<file path="src/design/bfd_pkg.sv">
package bfd_pkg;

  // Sizes of the supported images and blocks.
  localparam int MAX_SOURCE_WIDTH  = 2048;
  localparam int MAX_FACTOR        = 16;
  localparam int MAX_SOURCE_HEIGHT = 4096;

  // Register and field widths.
  localparam int FACTOR_W    = 5;
  localparam int WIDTH_W     = 12;
  localparam int HEIGHT_W    = 13;
  localparam int CFG_DATA_W  = 13;
  localparam int CFG_INDEX_W = 2;
  localparam int PIX_W       = 8;

  // Position counters and block phases.
  localparam int COL_W  = $clog2(MAX_SOURCE_WIDTH);
  localparam int ROW_W  = $clog2(MAX_SOURCE_HEIGHT);
  localparam int SUB_W  = $clog2(MAX_FACTOR);
  localparam int STEP_W = 4;
  localparam int DIV_STEPS = ROW_W;

  // Sums and the rounding divide.
  localparam int HSUM_W      = 12;
  localparam int BAND_W      = 16;
  localparam int AREA_W      = 9;
  localparam int HALF_W      = AREA_W - 1;
  localparam int NUM_W       = BAND_W + 1;
  localparam int RECIP_SHIFT = 17;
  localparam int RECIP_W     = 18;
  localparam int PROD_W      = NUM_W + RECIP_W;
  localparam int QUO_W       = NUM_W;
  localparam int QPROD_W     = QUO_W + AREA_W;

  // Queue between the front and the back.
  localparam int QUEUE_DEPTH = 4;
  localparam int QPTR_W      = $clog2(QUEUE_DEPTH);
  localparam int QCNT_W      = QPTR_W + 1;

  // Register indexes.
  localparam logic [CFG_INDEX_W-1:0] REG_FACTOR = 2'd0;
  localparam logic [CFG_INDEX_W-1:0] REG_WIDTH  = 2'd1;
  localparam logic [CFG_INDEX_W-1:0] REG_HEIGHT = 2'd2;

  // Register values after reset.
  localparam logic [FACTOR_W-1:0] RST_FACTOR = 5'd2;
  localparam logic [WIDTH_W-1:0]  RST_WIDTH  = 12'd640;
  localparam logic [HEIGHT_W-1:0] RST_HEIGHT = 13'd480;

  // Frame geometry after clamping.
  typedef struct packed {
    logic [FACTOR_W-1:0] factor;
    logic [WIDTH_W-1:0]  width;
    logic [HEIGHT_W-1:0] height;
  } frame_cfg_t;

  // One finished horizontal block segment handed from the front to the back.
  typedef struct packed {
    logic [HSUM_W-1:0] hsum;
    logic [COL_W-1:0]  block_col;
    logic              band_first;
    logic              band_last;
    logic              row_last;
    logic              frame_last;
  } blk_item_t;

  function automatic logic [FACTOR_W-1:0] eff_factor(input logic [FACTOR_W-1:0] v);
    logic [FACTOR_W-1:0] r;
    r = v;
    if (v == '0) r = FACTOR_W'(1);
    else if (v > FACTOR_W'(MAX_FACTOR)) r = FACTOR_W'(MAX_FACTOR);
    return r;
  endfunction

  function automatic logic [WIDTH_W-1:0] eff_width(input logic [WIDTH_W-1:0] v);
    logic [WIDTH_W-1:0] r;
    r = v;
    if (v == '0) r = WIDTH_W'(1);
    else if (v > WIDTH_W'(MAX_SOURCE_WIDTH)) r = WIDTH_W'(MAX_SOURCE_WIDTH);
    return r;
  endfunction

  function automatic logic [HEIGHT_W-1:0] eff_height(input logic [HEIGHT_W-1:0] v);
    logic [HEIGHT_W-1:0] r;
    r = v;
    if (v == '0) r = HEIGHT_W'(1);
    else if (v > HEIGHT_W'(MAX_SOURCE_HEIGHT)) r = HEIGHT_W'(MAX_SOURCE_HEIGHT);
    return r;
  endfunction

  // floor(2^17 / f^2), indexed by f - 1.
  function automatic logic [RECIP_W-1:0] recip(input logic [SUB_W-1:0] fm1);
    logic [RECIP_W-1:0] r;
    case (fm1)
      4'd0:    r = 18'd131072;
      4'd1:    r = 18'd32768;
      4'd2:    r = 18'd14563;
      4'd3:    r = 18'd8192;
      4'd4:    r = 18'd5242;
      4'd5:    r = 18'd3640;
      4'd6:    r = 18'd2674;
      4'd7:    r = 18'd2048;
      4'd8:    r = 18'd1618;
      4'd9:    r = 18'd1310;
      4'd10:   r = 18'd1083;
      4'd11:   r = 18'd910;
      4'd12:   r = 18'd775;
      4'd13:   r = 18'd668;
      4'd14:   r = 18'd582;
      default: r = 18'd512;
    endcase
    return r;
  endfunction

endpackage

</file>
<file path="src/design/bfd_front.sv">
module bfd_front (
  input  logic                    clk,
  input  logic                    rst,
  input  bfd_pkg::frame_cfg_t     cfg,
  input  logic                    reblock_start,
  input  logic                    pixel_valid,
  output logic                    pixel_ready,
  input  logic [bfd_pkg::PIX_W-1:0] pixel_value,
  input  logic                    queue_full,
  output logic                    push,
  output bfd_pkg::blk_item_t      push_item
);
  import bfd_pkg::*;

  localparam int CW = COL_W + 2;
  localparam int RW = ROW_W + 2;

  logic [COL_W-1:0]  col_count;
  logic [ROW_W-1:0]  row_count;
  logic [SUB_W-1:0]  col_phase;
  logic [SUB_W-1:0]  row_phase;
  logic [COL_W-1:0]  block_col;
  logic [HSUM_W-1:0] hpartial;
  logic              busy;
  logic [STEP_W-1:0] step;

  // Divider registers of the reblocking pass: quotient shifts into the dividend.
  logic [ROW_W-1:0]  dvd_c;
  logic [ROW_W-1:0]  dvd_r;
  logic [SUB_W-1:0]  pr_c;
  logic [SUB_W-1:0]  pr_r;

  logic              accept;
  logic [SUB_W-1:0]  fm1;
  logic [ROW_W-1:0]  row_start;
  logic              col_fits;
  logic              row_fits;
  logic              in_block;
  logic              phase_end_c;
  logic              phase_end_r;
  logic              col_wrap;
  logic              row_wrap;
  logic [HSUM_W-1:0] hsum;
  logic [SUB_W:0]    trial_c;
  logic [SUB_W:0]    trial_r;
  logic              ge_c;
  logic              ge_r;

  assign pixel_ready = !busy && !queue_full;
  assign accept      = pixel_valid && pixel_ready;
  assign fm1         = SUB_W'(cfg.factor - FACTOR_W'(1));

  // Classify the pixel against the whole-block area of the frame.
  assign row_start   = row_count - ROW_W'(row_phase);
  assign col_fits    = (CW'(col_count) - CW'(col_phase) + CW'(cfg.factor)) <= CW'(cfg.width);
  assign row_fits    = (RW'(row_start) + RW'(cfg.factor)) <= RW'(cfg.height);
  assign in_block    = col_fits && row_fits;
  assign phase_end_c = (col_phase == fm1);
  assign phase_end_r = (row_phase == fm1);
  assign col_wrap    = (WIDTH_W'(col_count) + WIDTH_W'(1)) >= cfg.width;
  assign row_wrap    = (HEIGHT_W'(row_count) + HEIGHT_W'(1)) >= cfg.height;
  assign hsum        = (col_phase == '0) ? HSUM_W'(pixel_value)
                                         : hpartial + HSUM_W'(pixel_value);

  // A completed segment goes to the back part.
  assign push                 = accept && in_block && phase_end_c;
  assign push_item.hsum       = hsum;
  assign push_item.block_col  = block_col;
  assign push_item.band_first = (row_phase == '0);
  assign push_item.band_last  = phase_end_r;
  assign push_item.row_last   =
    (CW'(col_count) + CW'(1) + CW'(cfg.factor)) > CW'(cfg.width);
  assign push_item.frame_last = push_item.row_last &&
    ((RW'(row_start) + RW'({cfg.factor, 1'b0})) > RW'(cfg.height));

  // One restoring-division step for the column and the row counter.
  assign trial_c = {pr_c, dvd_c[ROW_W-1]};
  assign trial_r = {pr_r, dvd_r[ROW_W-1]};
  assign ge_c    = trial_c >= cfg.factor;
  assign ge_r    = trial_r >= cfg.factor;

  always_ff @(posedge clk) begin
    if (reblock_start) begin
      dvd_c <= ROW_W'(col_count);
      dvd_r <= row_count;
      pr_c  <= '0;
      pr_r  <= '0;
    end else if (busy && step != STEP_W'(DIV_STEPS)) begin
      dvd_c <= {dvd_c[ROW_W-2:0], ge_c};
      dvd_r <= {dvd_r[ROW_W-2:0], ge_r};
      pr_c  <= ge_c ? SUB_W'(trial_c - cfg.factor) : trial_c[SUB_W-1:0];
      pr_r  <= ge_r ? SUB_W'(trial_r - cfg.factor) : trial_r[SUB_W-1:0];
    end
  end

  // Position counters, horizontal partial sum and the reblocking pass.
  always_ff @(posedge clk) begin
    if (rst) begin
      col_count <= '0;
      row_count <= '0;
      col_phase <= '0;
      row_phase <= '0;
      block_col <= '0;
      hpartial  <= '0;
      busy      <= 1'b0;
      step      <= '0;
    end else if (reblock_start) begin
      busy <= 1'b1;
      step <= '0;
    end else if (busy) begin
      if (step == STEP_W'(DIV_STEPS)) begin
        col_phase <= pr_c;
        block_col <= dvd_c[COL_W-1:0];
        row_phase <= pr_r;
        busy      <= 1'b0;
      end else begin
        step <= step + STEP_W'(1);
      end
    end else if (accept) begin
      if (in_block) hpartial <= hsum;
      if (col_wrap) begin
        col_count <= '0;
        col_phase <= '0;
        block_col <= '0;
        if (row_wrap) begin
          row_count <= '0;
          row_phase <= '0;
        end else begin
          row_count <= row_count + ROW_W'(1);
          row_phase <= phase_end_r ? '0 : row_phase + SUB_W'(1);
        end
      end else begin
        col_count <= col_count + COL_W'(1);
        col_phase <= phase_end_c ? '0 : col_phase + SUB_W'(1);
        if (phase_end_c) block_col <= block_col + COL_W'(1);
      end
    end
  end

endmodule

</file>
<file path="config.mk">
export PLATFORM = sky130hd
export DESIGN_NAME = bfd_front
export DESIGN_NICKNAME = d
export VERILOG_FILES = /design/src/design/bfd_pkg.sv /design/src/design/bfd_front.sv
export SDC_FILE = /design/constraint.sdc
export NUM_CORES = 1
export LEC_CHECK = 0
export BUFFER_PORTS_ARGS = -buffer_cell sky130_fd_sc_hd__buf_4
export CELL_PAD_IN_SITES_DETAIL_PLACEMENT = 0
export CELL_PAD_IN_SITES_GLOBAL_PLACEMENT = 1
export CORE_ASPECT_RATIO = 0.6
export CORE_UTILIZATION = 45
export DETAILED_ROUTE_END_ITERATION = 10
export PLACE_DENSITY_LB_ADDON = 0.3
export SETUP_SLACK_MARGIN = 0.05
export SYNTH_ARGS = -nofsm -noshare
export SYNTH_HDL_FRONTEND = slang
export SYNTH_SLANG_ARGS = --single-unit
</file>
<file path="constraint.sdc">
create_clock -name clk -period 6.8 [get_ports clk]
set_clock_uncertainty 0.05 [all_clocks]
set_input_delay 1.36 -clock clk [delete_from_list [all_inputs] [get_ports clk]]
set_output_delay 1.36 -clock clk [all_outputs]
set_load 0.05 [all_outputs]
</file>
==> flow_summary.yaml <==
outcome:
  status: "completed"
synthesis:
  synth.cells.most_frequent: "sky130_fd_sc_hd__ha_1, sky130_fd_sc_hd__a21oi_1, sky130_fd_sc_hd__inv_1"
  syn-num-nets: 1292
  avgSynthCellArea_um2: 8.236
  postSynth.topFlopCell: "sky130_fd_sc_hd__dfxtp_1"
  netlist_area_um2: 9134
  seq_area_frac_synth_pct: 22.47
  number_of_distinct_standard_cells_referenced_by_the_synthesized_netlist: 65
  ys_seq_elements: 91
  synth.top_cell.area_share_pct: 17.95
  cells_after_synth: 1109
  number_of_synthesized_flops_with_an_enable_pin: 23
  yosys.cell_count.top_type: "sky130_fd_sc_hd__ha_1"
  ys_warn_count: 0
  yosys.area.top_type: "sky130_fd_sc_hd__ha_1"
  ys_top_cells_by_area: "sky130_fd_sc_hd__ha_1, sky130_fd_sc_hd__dfxtp_1, sky130_fd_sc_hd__edfxtp_1, sky130_fd_sc_hd__a21oi_1, sky130_fd_sc_hd__xnor2_1"
  synthArstFlopShare_pct: 0
worst_setup_path:
  worst-path-max-fanout: 9
  timing.critical_path.to_type: "output port"
  cp.required_ps: 5390
  worst_setup_path_start_kind: "input port"
  cp.arrival_ps: 5090
  crit_type: "in -> out"
flow_run:
  timing.max_cap.violations: 0
power_and_ir_drop:
  power_density_nw_per_um2: 148.5
  p_leak_nw: 4.646
  ir_drop_mv: 0.1156
timing:
  total_negative_setup_slacks_ps: 0
  time_the_final_worst_path_needs_with_i_o_delays_and_setup_ps: 6499
  timing.slew.headroom_pct: 42.12
  max_freq_ghz: 0.1539
  final_min_period_over_clock_period_pct: 95.58
  setup_slack_ps: 300.8
  report.final.slew_viol_count: 0
  worst_pin_slew_ps: 868.3
  timing_hold_violations_final: 0
  grt_setup_unrepaired: "false"
  setup_viol_count_final: 0
drt:
  drt_first_iter_violations: 852
  drc_errors_left: 0
  postRouteWirelength_um: 26240
  wire_length_per_cell_after_detailed_routing_um: 18.36
  detail-route-antenna-nets: 0
  dr_vias_cell: 5.766
  drt_pass1_iterations: 5
  route.vias.total: 8240
floorplan:
  core_region_area_um2: 19470
  die_area_um2: 20890
  start_util_pct: 46.91
  die_width_um: 185.9
  boundaryPins: 72
  height_of_the_chip_um: 112.4
  fp-row-count: 39
grt:
  groute.usage.overall_pct: 25.73
  grt_start_max_net_pins: 55
  grt_pass1_vias: 7298
  grt_first_pass_wirelength_um: 41320
  overflow: 0
  grt_antenna_before_repair: 0
place:
  dp_hpwl_um: 20970
  io_buffer_count: 71
  dp_slack_ps: 332.4
  globalplace.congestion: 0.9250
layout:
  design.final.nets: 1341
  synthToLayoutAreaGrowth_pct: 12.04
  layout-drive-gt1-share_pct: 12.64
  insertedDiodeCount: 0
clock_tree:
  ctsHtreeMaxLevel: 3
  numCtsBuffers: 9
  cts_tree: "yes"
  clock_tree.buffer_depth: 2
  later_pin_clock_latency_in_the_skew_report_ps: 360
  clk_pin_slew_ps: 70
  cts_num_sinks: 91
  cts.hold.buffers_added: 0
  clock_root_cell: "sky130_fd_sc_hd__clkbuf_16"
min_path:
  hold_class: "reg -> reg"
[sequential cells by signal, indices dropped and copies added, names as in the netlist, 11 cells and up]
name	cells
dvd_r	12
row_count	12
dvd_c	12
hpartial	12
block_col	11
col_count	11
[through the flow]
stage	hold WS (ps)	util [%]	cell area [um2]	power, W	instances
finish	437.9	52.56	10230	0.001519	1429
global route	463.8	52.56	10230	0.001597	1429
CTS	427.6	52.38	10200	0.001521	1426
detailed placement	418.4	50.81	9893	0.001012	1410
global placement	417.0	50.81	9893	0.001009	1410
floorplan	398.8	-	9134	0.0008935	1109
[power breakdown]
part / internal (W) / leakage (nW) / switching [W]
logic: 0.000172 / 3.70 / 0.000242
registers: 0.000578 / 0.798 / 0.0000168
clock network: 0.000261 / 0.146 / 0.000249
total: 0.00101 / 4.65 / 0.000508
[final timing paths]
kind | endpoint | from | cells after the start | slack [ps]
worst max-delay path | push | cfg[25] | 18 | 300
worst min-delay path | dvd_c[11]$_SDFFE_PP0P_ | dvd_c[11]$_SDFFE_PP0P_ | 2 | 440
worst max register to register | hpartial[11]$_SDFFE_PP0P_ | row_count[0]$_SDFFE_PP0P_ | 22 | 1390
worst min register to register | dvd_c[11]$_SDFFE_PP0P_ | dvd_c[11]$_SDFFE_PP0P_ | 2 | 440
[placed cells by master, fill, tap and decap left out, types with 4 or more instances in the layout]
cell	netlist	routed
sky130_fd_sc_hd__edfxtp_1	23	23
sky130_fd_sc_hd__a21oi_1	89	87
sky130_fd_sc_hd__o211ai_1	4	4
sky130_fd_sc_hd__clkbuf_16	0	9
sky130_fd_sc_hd__a211oi_1	22	22
sky130_fd_sc_hd__nand2b_1	18	18
sky130_fd_sc_hd__a21o_1	29	29
sky130_fd_sc_hd__and4_1	4	4
sky130_fd_sc_hd__xnor2_1	50	50
sky130_fd_sc_hd__mux2_2	26	26
sky130_fd_sc_hd__a31oi_1	4	4
sky130_fd_sc_hd__and3_1	18	18
sky130_fd_sc_hd__nor3_1	27	27
sky130_fd_sc_hd__or2_2	8	8
sky130_fd_sc_hd__buf_4	2	85
sky130_fd_sc_hd__o22ai_1	9	9
sky130_fd_sc_hd__dfxtp_1	68	66
sky130_fd_sc_hd__o21bai_1	6	6
sky130_fd_sc_hd__o31a_1	7	7
sky130_fd_sc_hd__xor2_1	40	40
sky130_fd_sc_hd__o21ai_0	62	61
sky130_fd_sc_hd__ha_1	131	131
sky130_fd_sc_hd__inv_1	87	87
sky130_fd_sc_hd__nand3b_1	15	15
sky130_fd_sc_hd__fa_1	9	9
sky130_fd_sc_hd__nor2_1	83	83
sky130_fd_sc_hd__nand3_1	37	37
sky130_fd_sc_hd__nand2_1	59	58
sky130_fd_sc_hd__nor4_1	14	14
sky130_fd_sc_hd__or3_1	8	8
sky130_fd_sc_hd__o31ai_1	6	6
sky130_fd_sc_hd__mux2i_1	15	15
sky130_fd_sc_hd__nand4_1	14	14
sky130_fd_sc_hd__o21a_1	10	10
sky130_fd_sc_hd__nor2b_1	11	11
[kinds of logic after synthesis]
logic type / Yosys count / synth area share [%]
AO/OA/AOI/OAI: 280 / 19.37
flip-flops: 91 / 22.47
AND/OR/NAND/NOR: 330 / 18.45
buffers and inverters: 134 / 5.644
multiplexers: 41 / 4.849
XOR/XNOR: 93 / 9.301
adder cells (fa/ha/maj): 140 / 19.92
[per-layer routing]
layer  track usage [%]  up-vias  part of all wire (%)
met3             5.094       13                   7.9
met5                 0        -                     0
li1                  -     4121                     -
met2             29.60      269                    33
met1             45.74     3837                    58
met4             3.716        0                  0.56
[worst max-delay path, cell delays in order]
cell and delay (ps):
sky130_fd_sc_hd__buf_4 180, sky130_fd_sc_hd__ha_1 190, sky130_fd_sc_hd__inv_1 60, sky130_fd_sc_hd__fa_1 410, sky130_fd_sc_hd__nor2b_1 160, sky130_fd_sc_hd__o31a_1 150, sky130_fd_sc_hd__nor2_1 80, sky130_fd_sc_hd__or4_1 390
sky130_fd_sc_hd__o21ai_0 170, sky130_fd_sc_hd__o31ai_1 110, sky130_fd_sc_hd__xor2_1 170, sky130_fd_sc_hd__ha_1 340, sky130_fd_sc_hd__a2111o_1 410, sky130_fd_sc_hd__a21oi_1 120, sky130_fd_sc_hd__a211o_1 180, sky130_fd_sc_hd__nand3_1 150
sky130_fd_sc_hd__nor3_1 230, sky130_fd_sc_hd__buf_4 240
[layout make-up]
type / count / area, um2
inverters: 87 / 326.6
well taps: 266 / 332.8
clock inverters: 7 / 80.08
repair buffers: 85 / 638.1
flip-flops and latches: 91 / 2054
fillers: 1846 / 9236
multi-input cells: 884 / 6576
clock buffers: 9 / 225.2
[timing repair]
action,in CTS,in global routing
setup endpoints to repair,0,1
gates resized for setup,0,6
buffers inserted,0,3
Power figures use the tool's default switching activity.
