### config.mk
export PLATFORM = sky130hd
export DESIGN_NAME = bfd_queue
export DESIGN_NICKNAME = d
export VERILOG_FILES = /design/src/design/bfd_pkg.sv /design/src/design/bfd_queue.sv
export SDC_FILE = /design/constraint.sdc
export NUM_CORES = 1
export LEC_CHECK = 0
export BUFFER_PORTS_ARGS = -buffer_cell sky130_fd_sc_hd__buf_4
export CAP_MARGIN = 20
export CORE_UTILIZATION = 48
export DETAILED_ROUTE_END_ITERATION = 7
export HOLD_SLACK_MARGIN = 0.08
export PLACE_DENSITY = 0.8
export SETUP_SLACK_MARGIN = 0.1
export SYNTH_ARGS = -nofsm -noshare
export SYNTH_HDL_FRONTEND = slang
export SYNTH_SLANG_ARGS = --single-unit
### constraint.sdc
create_clock -name clk -period 3.1 [get_ports clk]
set_input_delay 0.31 -clock clk [delete_from_list [all_inputs] [get_ports clk]]
set_output_delay 0.31 -clock clk [all_outputs]
set_load 0.005 [all_outputs]
### src/design/bfd_pkg.sv
package bfd_pkg;

  // Sizes of the supported images and blocks.
  localparam int MAX_SOURCE_WIDTH  = 2048;
  localparam int MAX_FACTOR        = 16;
  localparam int MAX_SOURCE_HEIGHT = 4096;

  // Register and field widths.
  localparam int FACTOR_W    = 5;
  localparam int WIDTH_W     = 12;
  localparam int HEIGHT_W    = 13;
  localparam int CFG_DATA_W  = 13;
  localparam int CFG_INDEX_W = 2;
  localparam int PIX_W       = 8;

  // Position counters and block phases.
  localparam int COL_W  = $clog2(MAX_SOURCE_WIDTH);
  localparam int ROW_W  = $clog2(MAX_SOURCE_HEIGHT);
  localparam int SUB_W  = $clog2(MAX_FACTOR);
  localparam int STEP_W = 4;
  localparam int DIV_STEPS = ROW_W;

  // Sums and the rounding divide.
  localparam int HSUM_W      = 12;
  localparam int BAND_W      = 16;
  localparam int AREA_W      = 9;
  localparam int HALF_W      = AREA_W - 1;
  localparam int NUM_W       = BAND_W + 1;
  localparam int RECIP_SHIFT = 17;
  localparam int RECIP_W     = 18;
  localparam int PROD_W      = NUM_W + RECIP_W;
  localparam int QUO_W       = NUM_W;
  localparam int QPROD_W     = QUO_W + AREA_W;

  // Queue between the front and the back.
  localparam int QUEUE_DEPTH = 4;
  localparam int QPTR_W      = $clog2(QUEUE_DEPTH);
  localparam int QCNT_W      = QPTR_W + 1;

  // Register indexes.
  localparam logic [CFG_INDEX_W-1:0] REG_FACTOR = 2'd0;
  localparam logic [CFG_INDEX_W-1:0] REG_WIDTH  = 2'd1;
  localparam logic [CFG_INDEX_W-1:0] REG_HEIGHT = 2'd2;

  // Register values after reset.
  localparam logic [FACTOR_W-1:0] RST_FACTOR = 5'd2;
  localparam logic [WIDTH_W-1:0]  RST_WIDTH  = 12'd640;
  localparam logic [HEIGHT_W-1:0] RST_HEIGHT = 13'd480;

  // Frame geometry after clamping.
  typedef struct packed {
    logic [FACTOR_W-1:0] factor;
    logic [WIDTH_W-1:0]  width;
    logic [HEIGHT_W-1:0] height;
  } frame_cfg_t;

  // One finished horizontal block segment handed from the front to the back.
  typedef struct packed {
    logic [HSUM_W-1:0] hsum;
    logic [COL_W-1:0]  block_col;
    logic              band_first;
    logic              band_last;
    logic              row_last;
    logic              frame_last;
  } blk_item_t;

  function automatic logic [FACTOR_W-1:0] eff_factor(input logic [FACTOR_W-1:0] v);
    logic [FACTOR_W-1:0] r;
    r = v;
    if (v == '0) r = FACTOR_W'(1);
    else if (v > FACTOR_W'(MAX_FACTOR)) r = FACTOR_W'(MAX_FACTOR);
    return r;
  endfunction

  function automatic logic [WIDTH_W-1:0] eff_width(input logic [WIDTH_W-1:0] v);
    logic [WIDTH_W-1:0] r;
    r = v;
    if (v == '0) r = WIDTH_W'(1);
    else if (v > WIDTH_W'(MAX_SOURCE_WIDTH)) r = WIDTH_W'(MAX_SOURCE_WIDTH);
    return r;
  endfunction

  function automatic logic [HEIGHT_W-1:0] eff_height(input logic [HEIGHT_W-1:0] v);
    logic [HEIGHT_W-1:0] r;
    r = v;
    if (v == '0) r = HEIGHT_W'(1);
    else if (v > HEIGHT_W'(MAX_SOURCE_HEIGHT)) r = HEIGHT_W'(MAX_SOURCE_HEIGHT);
    return r;
  endfunction

  // floor(2^17 / f^2), indexed by f - 1.
  function automatic logic [RECIP_W-1:0] recip(input logic [SUB_W-1:0] fm1);
    logic [RECIP_W-1:0] r;
    case (fm1)
      4'd0:    r = 18'd131072;
      4'd1:    r = 18'd32768;
      4'd2:    r = 18'd14563;
      4'd3:    r = 18'd8192;
      4'd4:    r = 18'd5242;
      4'd5:    r = 18'd3640;
      4'd6:    r = 18'd2674;
      4'd7:    r = 18'd2048;
      4'd8:    r = 18'd1618;
      4'd9:    r = 18'd1310;
      4'd10:   r = 18'd1083;
      4'd11:   r = 18'd910;
      4'd12:   r = 18'd775;
      4'd13:   r = 18'd668;
      4'd14:   r = 18'd582;
      default: r = 18'd512;
    endcase
    return r;
  endfunction

endpackage

### src/design/bfd_queue.sv
module bfd_queue (
  input  logic               clk,
  input  logic               rst,
  input  logic               push,
  input  bfd_pkg::blk_item_t push_item,
  output logic               full,
  input  logic               pop,
  output logic               head_valid,
  output bfd_pkg::blk_item_t head
);
  import bfd_pkg::*;

  blk_item_t         slots [QUEUE_DEPTH];
  logic [QPTR_W-1:0] wr_ptr;
  logic [QPTR_W-1:0] rd_ptr;
  logic [QCNT_W-1:0] count;
  logic              do_pop;

  assign full       = (count == QCNT_W'(QUEUE_DEPTH));
  assign head_valid = (count != '0);
  assign head       = slots[rd_ptr];
  assign do_pop     = pop && head_valid;

  // Entry storage.
  always_ff @(posedge clk) begin
    if (push) slots[wr_ptr] <= push_item;
  end

  // Pointers and fill level.
  always_ff @(posedge clk) begin
    if (rst) begin
      wr_ptr <= '0;
      rd_ptr <= '0;
      count  <= '0;
    end else begin
      if (push)   wr_ptr <= wr_ptr + QPTR_W'(1);
      if (do_pop) rd_ptr <= rd_ptr + QPTR_W'(1);
      if (push && !do_pop)      count <= count + QCNT_W'(1);
      else if (do_pop && !push) count <= count - QCNT_W'(1);
    end
  end

endmodule

==> impl_metrics.py, run 1 <==
metrics = {
    "run_status": {
        "outcome": "finished clean",
    },
    "sta": {
        "finalCritPeriodShare_pct": 85.5,
        "fin_crit_ns": 2.65,
        "finalSetupViolations": 0,
        "slew_headroom_pct": 43.9,
        "rsz0062_at_grt": "no",
        "final_hold_viol_count": 0,
        "fmax_mhz": 377,
        "tightestPinTransition_ns": 0.842,
        "tns_ns": 0,
        "finClkSkew_ns": 0.00655,
        "drv_slew": 0,
    },
    "die": {
        "start_util_pct": 50.0,
        "num_rows": 34,
        "dieWidth_um": 97.6,
        "num_io_pins": 60,
        "die_y_um": 97.6,
        "coreArea_sq_mm": 0.00876,
        "fp.dieArea_sq_mm": 0.00952,
    },
    "hold_path": {
        "hold_class": "input port to flip-flop",
    },
    "grt": {
        "grt-ovfl-total": 0,
        "grt_first_pass_wirelength_mm": 12.2,
        "antenna_found_initial": 0,
        "grt_usage_pct": 18.1,
        "grt_pass1_vias": 2227,
        "grt_max_degree": 28,
    },
    "placement": {
        "port_buffers": 59,
        "gp_congestion": 0.677,
        "place_inst": 353,
        "place_hpwl_mm": 4.47,
    },
    "drt": {
        "num_vias": 2145,
        "drt-total-wl_mm": 7.73,
        "wl_per_cell_um": 18.7,
        "first_iter_violations": 78,
        "ant_nets": 0,
        "drcViolationCount": 0,
        "vias_per_cell": 5.19,
        "first_pass_iters": 5,
    },
    "layout": {
        "finalNonFillerCells": 413,
        "area_growth_pct": 32.2,
        "final_common_cell": "edfxtp_1",
        "layout_common_cells": "edfxtp_1, buf_4, dlygate4sd3_1",
        "layout.nets": 329,
        "num_antenna_cells": 0,
        "drive_above_1_share_pct": 37.7,
    },
    "setup_path": {
        "cp.arrival_ns": 2.34,
        "critPathLaunchType": "flip-flop",
        "cp-end-kind": "primary output",
        "path_buf_inv": 2,
        "crit_chain": "buf_4 -> mux4_2 -> buf_4",
        "path_max_fanout": 24,
        "critical_path_class": "flip-flop to primary output",
        "reg2reg_slack_ns": 0.99,
        "critical_path.max_stage_delay_ns": 0.88,
        "worst_ep_required_time_ns": 2.79,
        "crit_path_frequent_cell": "buf_4",
        "path_delay_family": "flip-flops",
        "slowest_stage": "dfxtp_2",
    },
    "synth": {
        "ys_seq_elements": 117,
        "synth-warning-count": 0,
        "seq_area_frac_synth_pct": 78.1,
        "syn_nets": 222,
        "syn_avg_cell_area_sq_um": 23.7,
        "syn_area_sq_mm": 0.00438,
        "syn_inst": 185,
        "ys_types": 22,
    },
    "clocking": {
        "htreeDepth": 4,
        "root_buffer": "clkbuf_8",
        "cts_buffers": 17,
        "cts_sinks": 117,
        "clock_latency_ns": 0.51,
        "clk_pin_slew_ns": 0.05,
        "cts_resized": 0,
        "postCtsSetupBuffers": 0,
        "cts_buffer_depth": 2,
        "cts_tree": "yes",
    },
    "flow_run": {
        "maxCapViolations": 0,
    },
    "pwr": {
        "irDropWorstVdd_mv": 0.432,
        "p_leak_nw": 2.08,
        "power_density_mw_per_mm2": 790,
    },
}
## per-stage QoR
step	power [mW]	area (sq um)	hold WS (ns)	worst slack (ns)	utilization [%]
2_1_floorplan	2.47	4380	0.409	1.12	-
3_3_place_gp	2.77	4950	0.509	0.961	56.5
3_5_place_dp	2.79	4950	0.513	0.953	56.5
4_1_cts	4.62	5790	0.0978	0.406	66.1
5_1_grt	4.77	5790	0.130	0.303	66.1
6_report	4.58	5790	0.115	0.450	66.1
## final timing paths
path | from | end | cells past startpoint
hold reg to reg | count[2] | count[2] | 2
setup / recovery | flip-flop | head[7] | 3
hold / removal | push | wr_ptr[1] | 3
setup reg to reg | count[0] | count[2] | 7
## repair_timing
item / CTS / global route
setup endpoints to repair: 0 / 0
hold endpoints to repair: 117 / 0
hold buffers: 28 / 0
## area by class of cell
class	count	area, sq um
fillers	576	2970
inverters	3	11.3
multi-input cells	58	878
clock buffers	27	512
repair buffers	95	783
well taps	108	135
flip-flops and latches	117	3420
clock inverters	5	48.8
## worst register-to-register path: cells and delay by family, from the launching register on
kind | cells | cell delay [ns]
flip-flops | 1 | 0.37
buffers and inverters | 1 | 0.06
adder cells (fa/ha/maj) | 2 | 0.64
AO/OA/AOI/OAI | 2 | 0.51
XOR/XNOR | 1 | 0.17
AND/OR/NAND/NOR | 1 | 0.30
## cell usage after synthesis, drive strengths merged
| master | count | area (sq um) |
|---|---|---|
| o311ai | 1 | 8.76 |
| mux2i | 2 | 20.0 |
| dfxtp | 9 | 180 |
| buf | 6 | 66.3 |
| xor2 | 4 | 35.0 |
| fa | 1 | 20.0 |
| o21ai | 1 | 5.00 |
| nor3b | 1 | 7.51 |
| clkbuf | 1 | 3.75 |
| o31ai | 1 | 7.51 |
| or3 | 2 | 12.5 |
| ha | 5 | 62.6 |
| inv | 3 | 11.3 |
| xnor2 | 1 | 8.76 |
| a21oi | 1 | 5.00 |
| nor2 | 7 | 26.3 |
| and2 | 4 | 25.0 |
| mux4 | 27 | 634 |
| edfxtp | 108 | 3240 |
## logic make-up (layout without fill, tap and decap cells)
logic type	count (synthesis)	in the layout	synth area share, %
XOR/XNOR	5	5	0.999
adder cells (fa/ha/maj)	6	6	1.88
flip-flops	117	117	78.1
AND/OR/NAND/NOR	14	14	1.63
multiplexers	29	29	14.9
AO/OA/AOI/OAI	4	4	0.599
buffers and inverters	10	130	1.86
## flip-flops by register name (all words and copies together) (netlist names), named ones only
register	flops
rd_ptr	2
count	3
slots	108
wr_ptr	2
## metal layers
metal  GRT usage (%)  vias to the layer above  wire length [um]
met5               0                        -                 0
met4            8.94                        0                78
met3            6.26                        8               437
met2            28.5                       85              4050
met1            22.5                     1068              3170
li1                -                      984                 -
## where the power goes
part / switching, mW / internal, mW / leakage (nW) / total (mW)
registers: 0.128 / 1.83 / 1.07 / 1.96
clock network: 0.609 / 1.18 / 0.280 / 1.79
logic: 0.294 / 0.529 / 0.733 / 0.823
total: 1.03 / 3.55 / 2.08 / 4.58
Power figures use the tool's default switching activity.
==> run 2: changes to the inputs <==
CORE_UTILIZATION = 55   (was 48)
PLACE_DENSITY = 0.89   (was 0.8)
==> impl_metrics.py, run 2 (synthesized netlist as in run 1, its figures left out) <==
metrics = {
    "sta": {
        "slew_headroom_pct": 72.2,
        "fin_crit_ns": 2.35,
        "finalCritPeriodShare_pct": 75.7,
        "rsz0062_at_grt": "no",
        "tightestPinTransition_ns": 0.418,
        "tns_ns": 0,
        "final_hold_viol_count": 0,
        "finalSetupViolations": 0,
        "fmax_mhz": 426,
        "finClkSkew_ns": 0.00626,
        "drv_slew": 0,
    },
    "layout": {
        "drive_above_1_share_pct": 38.7,
        "area_growth_pct": 32.9,
        "num_antenna_cells": 0,
        "largest_register": "slots",
        "layout_common_cells": "edfxtp_1, buf_4, dlygate4sd3_1",
        "layout.nets": 329,
        "largest_registers": "slots (108), count (3)",
        "largest_reg_flops": 108,
        "final_common_cell": "edfxtp_1",
        "finalNonFillerCells": 407,
    },
    "grt": {
        "grt_first_pass_wirelength_mm": 11.7,
        "grt_pass1_vias": 2312,
        "grt-ovfl-total": 0,
        "grt_max_degree": 28,
        "grt_usage_pct": 20.5,
        "antenna_found_initial": 0,
    },
    "drt": {
        "first_pass_iters": 4,
        "wl_per_cell_um": 18.7,
        "first_iter_violations": 143,
        "ant_nets": 0,
        "drt-total-wl_mm": 7.62,
        "drcViolationCount": 0,
        "vias_per_cell": 5.29,
        "num_vias": 2155,
    },
    "placement": {
        "port_buffers": 59,
        "gp_congestion": 0.686,
        "place_inst": 347,
        "place_hpwl_mm": 4.46,
    },
    "hold_path": {
        "hold_class": "input port to flip-flop",
        "holdPathStages": 3,
        "hold_end": "wr_ptr[0]",
        "worstHoldStart": "push",
    },
    "setup_path": {
        "path_max_fanout": 10,
        "critPathLaunchType": "flip-flop",
        "reg2reg_slack_ns": 0.97,
        "cp.arrival_ns": 2.04,
        "r2r_end": "count[2]",
        "critical_path_class": "flip-flop to primary output",
        "cp-end-kind": "primary output",
        "rr_startpoint": "count[0]",
        "reg2reg_depth": 7,
        "worst_ep_required_time_ns": 2.79,
    },
    "die": {
        "fp.dieArea_sq_mm": 0.00833,
        "dieWidth_um": 91.3,
        "num_rows": 32,
        "num_io_pins": 60,
        "start_util_pct": 56.7,
        "coreArea_sq_mm": 0.00773,
        "die_y_um": 91.3,
    },
    "clocking": {
        "cts_sinks": 117,
        "cts_resized": 0,
        "root_buffer": "clkbuf_8",
        "clock_latency_ns": 0.51,
        "clk_pin_slew_ns": 0.05,
        "cts_buffers": 17,
        "cts_tree": "yes",
        "htreeDepth": 4,
        "cts_buffer_depth": 2,
    },
    "pwr": {
        "irDropWorstVdd_mv": 0.497,
        "p_leak_nw": 2.10,
        "power_density_mw_per_mm2": 813,
    },
    "run_status": {
        "outcome": "finished clean",
    },
    "flow_run": {
        "maxCapViolations": 0,
    },
}
[run 2: final cells by class]
| type | instances | area (sq um) |
|---|---|---|
| sequential | 117 | 3420 |
| clock inverter | 15 | 186 |
| clock buffer | 17 | 414 |
| fill | 444 | 1900 |
| inverter | 3 | 11.3 |
| timing repair buffer | 95 | 783 |
| multi-input combinational | 58 | 878 |
| tap | 102 | 128 |
[run 2: how the worst max path moves through the flow]
| stage | end | slack [ns] | depth (start not counted) |
|---|---|---|---|
| 3_3_place_gp | count[2] | 1.08 | 7 |
| 5_1_grt | head[5] | 0.64 | 3 |
| 2_1_floorplan | count[2] | 1.12 | 7 |
| 3_5_place_dp | count[2] | 0.94 | 7 |
| 4_1_cts | head[13] | 0.69 | 3 |
| 6_report | head[13] | 0.75 | 3 |
[run 2: where the power goes]
| part | internal (mW) | switching, mW | leakage (nW) |
|---|---|---|---|
| clock | 1.29 | 0.656 | 0.296 |
| sequential | 1.83 | 0.0753 | 1.07 |
| combinational | 0.535 | 0.341 | 0.734 |
| total | 3.66 | 1.07 | 2.10 |
[run 2: through the flow]
| stage | setup WS (ns) | total power, mW | area (sq um) | hold slack, ns | utilization (%) |
|---|---|---|---|---|---|
| finish | 0.752 | 4.73 | 5830 | 0.107 | 75.4 |
| global route | 0.640 | 4.92 | 5830 | 0.110 | 75.4 |
| CTS | 0.688 | 4.79 | 5830 | 0.0889 | 75.4 |
| detailed placement | 0.941 | 2.80 | 4940 | 0.512 | 64.0 |
| global placement | 1.08 | 2.77 | 4940 | 0.498 | 64.0 |
| floorplan | 1.12 | 2.47 | 4380 | 0.409 | - |
[run 2: timing repair]
item                                   in CTS  in global routing
buffers inserted                            0                  0
hold buffers                               28                  0
endpoints found under the hold margin     117                  0
[run 2: layer usage]
layer | wire length (um) | share of wire, % | global-route usage (%) | up-vias
met4 | 87 | 1.1 | 8.73 | 0
met3 | 410 | 5.4 | 7.45 | 10
met1 | 2980 | 39 | 23.9 | 1080
li1 | - | - | - | 986
met2 | 4140 | 54 | 34.4 | 79
met5 | 0 | 0 | 0 | -
[run 2: critical path, stage by stage (launching register included)]
cell and delay, ns:
dfxtp_2 0.51, buf_4 0.29, mux4_1 0.57, buf_4 0.15
==> run 3: changes to the inputs <==
clock period = 2.35 ns   (was 3.1 ns; I/O delays follow)
==> impl_metrics.py, run 3 (synthesized netlist as in run 1, its figures left out) <==
metrics = {
    "run_status": {
        "outcome": "finished clean",
    },
    "drt": {
        "first_pass_iters": 4,
        "drt-total-wl_mm": 7.54,
        "first_iter_violations": 122,
        "num_vias": 2209,
        "wl_per_cell_um": 18.3,
        "ant_nets": 0,
        "drcViolationCount": 0,
        "vias_per_cell": 5.37,
    },
    "die": {
        "start_util_pct": 56.7,
        "num_io_pins": 60,
        "fp.dieArea_sq_mm": 0.00833,
        "dieWidth_um": 91.3,
        "die_y_um": 91.3,
        "coreArea_sq_mm": 0.00773,
        "num_rows": 32,
    },
    "placement": {
        "place_inst": 350,
        "place_hpwl_mm": 4.43,
        "place_area_sq_mm": 0.00497,
        "port_buffers": 59,
        "gp_congestion": 0.698,
    },
    "grt": {
        "antenna_found_initial": 0,
        "grt_usage_pct": 20.1,
        "grt-ovfl-total": 0,
        "grt_first_pass_wirelength_mm": 11.8,
        "grt_max_degree": 28,
        "grt_pass1_vias": 2343,
    },
    "layout": {
        "finalNonFillerCells": 411,
        "layout.nets": 333,
        "num_antenna_cells": 0,
        "fill_cells": 433,
        "drive_above_1_share_pct": 39.8,
        "layout_common_cells": "edfxtp_1, buf_4, dlygate4sd3_1",
        "area_growth_pct": 32.6,
        "design_area_sq_mm": 0.00581,
        "final_util_pct": 75.2,
        "final_common_cell": "edfxtp_1",
        "largest_registers": "slots (108), count (3)",
        "largest_register": "slots",
        "largest_reg_flops": 108,
    },
    "hold_path": {
        "hold_class": "input port to flip-flop",
        "holdPathStages": 4,
        "hold_end": "rd_ptr[0]",
        "worstHoldStart": "pop",
    },
    "setup_path": {
        "path_max_fanout": 18,
        "slowest_stage": "mux4_1",
        "critical_path_class": "flip-flop to primary output",
        "reg2reg_depth": 7,
        "critPathLaunchType": "flip-flop",
        "cp-end-kind": "primary output",
        "crit_chain": "buf_6 -> mux4_1 -> buf_4",
        "worst_ep_required_time_ns": 2.12,
        "critical_path.max_stage_delay_ns": 0.64,
        "cp.arrival_ns": 1.89,
        "rr_startpoint": "count[1]",
        "r2r_end": "count[2]",
        "reg2reg_slack_ns": 0.25,
    },
    "pwr": {
        "p_leak_nw": 2.07,
        "irDropWorstVdd_mv": 0.694,
        "power_density_mw_per_mm2": 1030,
    },
    "sta": {
        "final_hold_viol_count": 0,
        "fmax_mhz": 470,
        "tightestPinTransition_ns": 0.415,
        "finalSetupViolations": 0,
        "rsz0062_at_grt": "no",
        "finClkSkew_ns": 0.00479,
        "slew_headroom_pct": 72.0,
        "tns_ns": 0,
        "finalCritPeriodShare_pct": 90.5,
        "fin_crit_ns": 2.13,
        "drv_slew": 0,
    },
    "flow_run": {
        "maxCapViolations": 0,
    },
    "clocking": {
        "clk_pin_slew_ns": 0.05,
        "cts_buffer_depth": 2,
        "clock_latency_ns": 0.50,
        "root_buffer": "clkbuf_8",
        "cts_buffers": 17,
        "cts_sinks": 117,
        "postCtsSetupBuffers": 0,
        "htreeDepth": 4,
        "cts_tree": "yes",
    },
}
-- run 3: worst max-delay path by stage --
stage,slack (ns),from,end
global placement,0.32,count[0],count[2]
global route,0.13,flip-flop,head[17]
finish,0.22,flip-flop,head[17]
detailed placement,0.20,count[0],count[2]
floorplan,0.37,count[0],count[2]
CTS,0.17,flip-flop,head[17]
-- run 3: worst max-delay path: cells and delay by family (launching register included) --
kind / cells / cell delay (ns)
mux: 1 / 0.64
buf+inv: 2 / 0.42
flops: 1 / 0.33
-- run 3: area by class of cell --
type	instances	area (sq um)	share of cell area, %
Sequential cell	117	3420	58.9
Multi-Input combinational cell	58	883	15.2
Timing Repair Buffer	99	820	14.1
Clock buffer	17	414	7.12
Clock inverter	15	133	2.28
Tap cell	102	128	2.20
Inverter	3	11.3	0.194
-- run 3: repair_timing --
action	CTS	global route
gates cloned	0	0
resized for setup	1	1
endpoints found under the hold margin	117	0
hold buffers	29	0
endpoints found under the setup margin	1	1
-- run 3: layer usage --
metal	GRT usage, %	vias to the layer above	wire length, um
met4	8.07	0	62
li1	-	993	-
met3	7.62	4	322
met2	33.1	60	3960
met5	0	-	0
met1	24.1	1152	3190
-- run 3: metrics by stage --
step	hold WS, ns	power, mW	setup slack [ns]
after floorplan	0.334	3.25	0.367
after global placement	0.436	3.66	0.321
after detailed placement	0.441	3.70	0.204
after CTS	0.123	6.06	0.172
after global routing	0.107	6.24	0.135
final	0.117	5.99	0.223
-- run 3: report_power, final --
part           switching (mW)  total, mW  internal, mW
logic                   0.490       1.21         0.722
registers              0.0675       2.49          2.42
clock network           0.897       2.30          1.40
